### src/design/npcm_pkg.sv
package npcm_pkg;

    localparam int PALETTE_DEPTH = 1024;
    localparam int IDX_W   = (PALETTE_DEPTH > 1) ? $clog2(PALETTE_DEPTH) : 1;
    localparam int CNT_W   = $clog2(PALETTE_DEPTH + 1);
    localparam int CHAN_W  = 8;
    localparam int COLOR_W = 3 * CHAN_W;
    localparam int SQ_W    = 2 * CHAN_W;
    localparam int DIST_W  = 18;
    localparam int OIDX_W  = 10;
    localparam int CFG_W   = 13;
    localparam int CFG_IDX_W = 1;
    localparam int TILE_W  = 12;
    localparam int PIX_W   = 24;

    localparam logic [DIST_W-1:0] DIST_LIMIT = DIST_W'(255 * 255 * 3);
    localparam logic [TILE_W-1:0] TILE_MAX   = '1;

    typedef enum logic [1:0] {
        REQ_LOAD  = 2'd0,
        REQ_QUERY = 2'd1,
        REQ_CLEAR = 2'd2
    } t_req;

    typedef enum logic [CFG_IDX_W-1:0] {
        CFG_TILES_PER_ROW = 1'b0,
        CFG_TILE_SIDE     = 1'b1
    } t_cfg_reg;

    typedef enum logic [1:0] {
        S_IDLE,
        S_SCAN,
        S_DRAIN,
        S_DONE
    } t_state;

    typedef struct packed {
        logic [1:0]        req_type;
        logic [CHAN_W-1:0] blue;
        logic [CHAN_W-1:0] green;
        logic [CHAN_W-1:0] red;
    } t_in_item;

    typedef struct packed {
        logic              found;
        logic [OIDX_W-1:0] best_index;
        logic [DIST_W-1:0] best_distance;
        logic [PIX_W-1:0]  pixel_x;
        logic [PIX_W-1:0]  pixel_y;
    } t_out_item;

    // One palette entry presented to the distance unit
    typedef struct packed {
        logic               valid;
        logic [IDX_W-1:0]   index;
        logic [COLOR_W-1:0] query;
        logic [COLOR_W-1:0] entry;
    } t_dist_req;

    typedef struct packed {
        logic              valid;
        logic [IDX_W-1:0]  index;
        logic [DIST_W-1:0] sq_dist;
    } t_dist_res;

endpackage

### src/design/npcm_dist.sv
module npcm_dist (
    input  logic                  i_clk,
    input  logic                  i_rst_n,
    input  npcm_pkg::t_dist_req   i_req,
    output npcm_pkg::t_dist_res   o_res,
    output logic                  o_busy
);
    import npcm_pkg::*;

    logic              r_s1_valid;
    logic [IDX_W-1:0]  r_s1_index;
    logic [SQ_W-1:0]   r_sq [3];
    logic [SQ_W-1:0]   n_sq [3];
    t_dist_res         r_res;

    // Absolute difference and square per channel
    always_comb begin
        logic [CHAN_W-1:0] a;
        logic [CHAN_W-1:0] b;
        logic [CHAN_W-1:0] d;
        for (int c = 0; c < 3; c++) begin
            a = i_req.query[c*CHAN_W +: CHAN_W];
            b = i_req.entry[c*CHAN_W +: CHAN_W];
            d = (a > b) ? (a - b) : (b - a);
            n_sq[c] = SQ_W'(d) * SQ_W'(d);
        end
    end

    always_ff @(posedge i_clk) begin
        if (!i_rst_n) begin
            r_s1_valid  <= 1'b0;
            r_res.valid <= 1'b0;
        end else begin
            r_s1_valid  <= i_req.valid;
            r_res.valid <= r_s1_valid;
        end
        r_s1_index <= i_req.index;
        for (int c = 0; c < 3; c++) begin
            r_sq[c] <= n_sq[c];
        end
        r_res.index   <= r_s1_index;
        r_res.sq_dist <= DIST_W'(r_sq[0]) + DIST_W'(r_sq[1]) + DIST_W'(r_sq[2]);
    end

    assign o_res  = r_res;
    assign o_busy = r_s1_valid | r_res.valid;

endmodule

### config.mk
export PLATFORM = sky130hd
export DESIGN_NAME = npcm_dist
export DESIGN_NICKNAME = d
export VERILOG_FILES = /design/src/design/npcm_pkg.sv /design/src/design/npcm_dist.sv
export SDC_FILE = /design/constraint.sdc
export NUM_CORES = 1
export LEC_CHECK = 0
export ABC_AREA = 1
export ABC_CLOCK_PERIOD_IN_PS = 16700
export BUFFER_PORTS_ARGS = -buffer_cell sky130_fd_sc_hd__buf_4
export CAP_MARGIN = 10
export CELL_PAD_IN_SITES_DETAIL_PLACEMENT = 2
export CELL_PAD_IN_SITES_GLOBAL_PLACEMENT = 2
export CORE_MARGIN = 5
export CORE_UTILIZATION = 30
export CTS_BUF_LIST = sky130_fd_sc_hd__clkbuf_8
export DETAILED_ROUTE_END_ITERATION = 8
export MAX_ROUTING_LAYER = met4
export PLACE_DENSITY = 0.79
export SLEW_MARGIN = 20
export SYNTH_ARGS = -nofsm -noshare
export SYNTH_HDL_FRONTEND = slang
export SYNTH_SLANG_ARGS = --single-unit
### constraint.sdc
create_clock -name i_clk -period 16.7 [get_ports i_clk]
set_clock_uncertainty 0.15 [all_clocks]
set_input_delay 2.505 -clock i_clk [delete_from_list [all_inputs] [get_ports i_clk]]
set_output_delay 2.505 -clock i_clk [all_outputs]
set_load 0.02 [all_outputs]
==> metrics <==
status=complete, no violations; Clock H-tree levels=3; Max clock buf depth=2; global route total overflow=0; Async S/R FF share, synth=0%; synth top area cells=fa_1, ha_1, dfxtp_1, nand2_1, inv_1; Die Height=197 um; Area Overhead vs Synth=13.2%; fill cell count=4130; final setup violation count=0; CP most frequent cell=nand2_1; EDFF count, synth=0; wire per inst=15.1 um; slowest CP cell=fa_1; register area share after synthesis=16.2%; Ports=91; Core Box Area=34500 um^2; Unique masters post-synth=39; CP Capture Type=flop; hold path cells=0; initial antenna violation count=0; die area=38800 um^2; Rows=68; number of max-cap violations=0; Ys Warns=0; Crit Path Max Fanout=9; Mapped Area=10500 um^2; Worst-Skew Late Latency=0.38 ns; Max Clk Rate=124 MHz; kind of critical path=input port to flop; final WL=29.3 mm; ys flop type=dfxtp_1; port bufs=90; Clock transition at path regs=0.09 ns; # hold bufs at CTS=0; Root Buffer=clkbuf_8; first-pass GRT wire length=50.2 mm; layout cells sized above 1=12.3%; hold slack=0.185 ns; accumulated negative setup slack=0 ns; Final Hold Fails=0; total setup buffers inserted after CTS=0; Cells after Synth=1393; gpl congestion=0.804; Mean Syn Cell Area=7.53 um^2; vias in the first global route=10426; Starting Density=30.4%; ant diodes=0; worst slack, placed=8.23 ns; final worst path period need=8.08 ns; final worst slack=8.62 ns; nets@finish=1792; Post-DP HPWL=26.1 mm; drt pass-1 iters=4; share of the synthesized area in the top cell type=18.5%; WP data arrival=8.20 ns; Num CTS Buffers=9; All-Layer GR Usage=15.9%; CTS tree=yes; CP Data Required Time=16.82 ns; post-route ant nets=0; drt via density=4.53; post-route DRC violation count=0; worst reg2reg path depth=10; Yosys reg bits=85; final period utilization=48.4%; die width=197 um; max-slew violations=0; Worst path max stage delay=0.54 ns; final instance area=11900 um^2; worst hold path type=flop to flop; DR vias=8820; leading area contributor after synthesis=fa_1; Setup crit start kind=input port; largest net degree at the start of global routing=15; RSZ-0062 raised after global routing=no; placed cell areas=11700 um^2; number of gates resized after cts=0; number of DRC markers in iteration 0=193; Clock Sinks=85
## final timing paths
path | start | end | slack (ns)
max | i_req[24] | r_sq[0][12] | 8.62
min | r_s1_index[1] | o_res[19] | 0.19
max reg2reg | r_sq[0][36] | o_res[17] | 14.11
min reg2reg | r_s1_index[1] | o_res[19] | 0.19
## metrics by stage
step                utilization (%)  instances
finish                         34.4       1945
global route                   34.4       1945
CTS                            34.4       1945
detailed placement             33.8       1929
global placement               33.8       1929
floorplan                         -       1395
## synth_stat cells, types with 3 or more instances
master	count
a21boi_0	6
a21o_1	8
a21oi_1	58
a31oi_1	4
buf_2	7
dfxtp_1	85
fa_1	97
ha_1	149
inv_1	302
inv_2	10
nand2_1	308
nand2_2	20
nand2_4	17
nand3_1	59
nand4_1	11
nor2_1	112
nor2_2	7
nor2_4	6
o21ai_0	26
o21ai_1	4
o21ai_2	4
o21bai_1	6
o21bai_2	3
or2_2	4
xnor2_1	22
xor2_1	39
## registers in the layout (all words and copies together) (netlist names)
signal and count:
o_res 29, r_sq 45, r_s1_valid 1, r_s1_index 10
## metal layers
layer  wire length [um]  GRT usage, %  part of all wire [%]  vias to the layer above
met5                  0             -                     0                        -
met4                447          3.11                   1.5                        0
met3                720          1.54                   2.5                       29
met2              15400          30.0                    53                      100
met1              12700          18.4                    43                     4290
li1                   -             -                     -                     4401
## final cells by class
cell class	instances	area (um^2)	area share, %
timing repair buffer	90	676	5.69
sequential	85	1700	14.3
tap	455	569	4.79
inverter	315	1190	10.1
multi-input combinational	984	7530	63.4
clock buffer	10	138	1.16
clock inverter	6	62.6	0.527
## kinds of logic after synthesis
family | Yosys count | share of synthesized area (%)
simple gates | 551 | 23.4
buf+inv | 326 | 12.0
fa+ha+maj | 246 | 36.3
compound gates | 123 | 6.92
flops | 85 | 16.2
xor+xnor | 61 | 5.09
other cells | 1 | 0.0357
## worst max-delay path: cells and delay by family
kind | cells | cell delay (ns)
AND/OR/NAND/NOR | 12 | 1.32
AO/OA/AOI/OAI | 5 | 1.17
buffers and inverters | 6 | 0.49
XOR/XNOR | 1 | 0.24
adder cells (fa/ha/maj) | 6 | 2.47
## layout by cell type, fill, tap and decap left out, types with 2 or more instances in the layout
master / n
a21boi_0: 6
a21o_1: 8
a21oi_1: 58
a31oi_1: 4
and3_1: 2
buf_4: 90
clkbuf_8: 10
clkinvlp_4: 2
conb_1: 3
dfxtp_1: 85
fa_1: 97
ha_1: 149
inv_1: 303
inv_2: 10
inv_6: 3
nand2_1: 308
nand2_2: 20
nand2_4: 17
nand3_1: 59
nand3_2: 2
nand4_1: 11
nor2_1: 112
nor2_2: 7
nor2_4: 6
nor3_1: 2
o2111ai_1: 2
o21ai_0: 26
o21ai_1: 4
o21ai_2: 4
o21bai_1: 6
o21bai_2: 3
or2_2: 4
xnor2_1: 22
xor2_1: 39
Power is not shown: default switching activity piles up to over one toggle a cycle in this logic, so the estimate is an artifact.
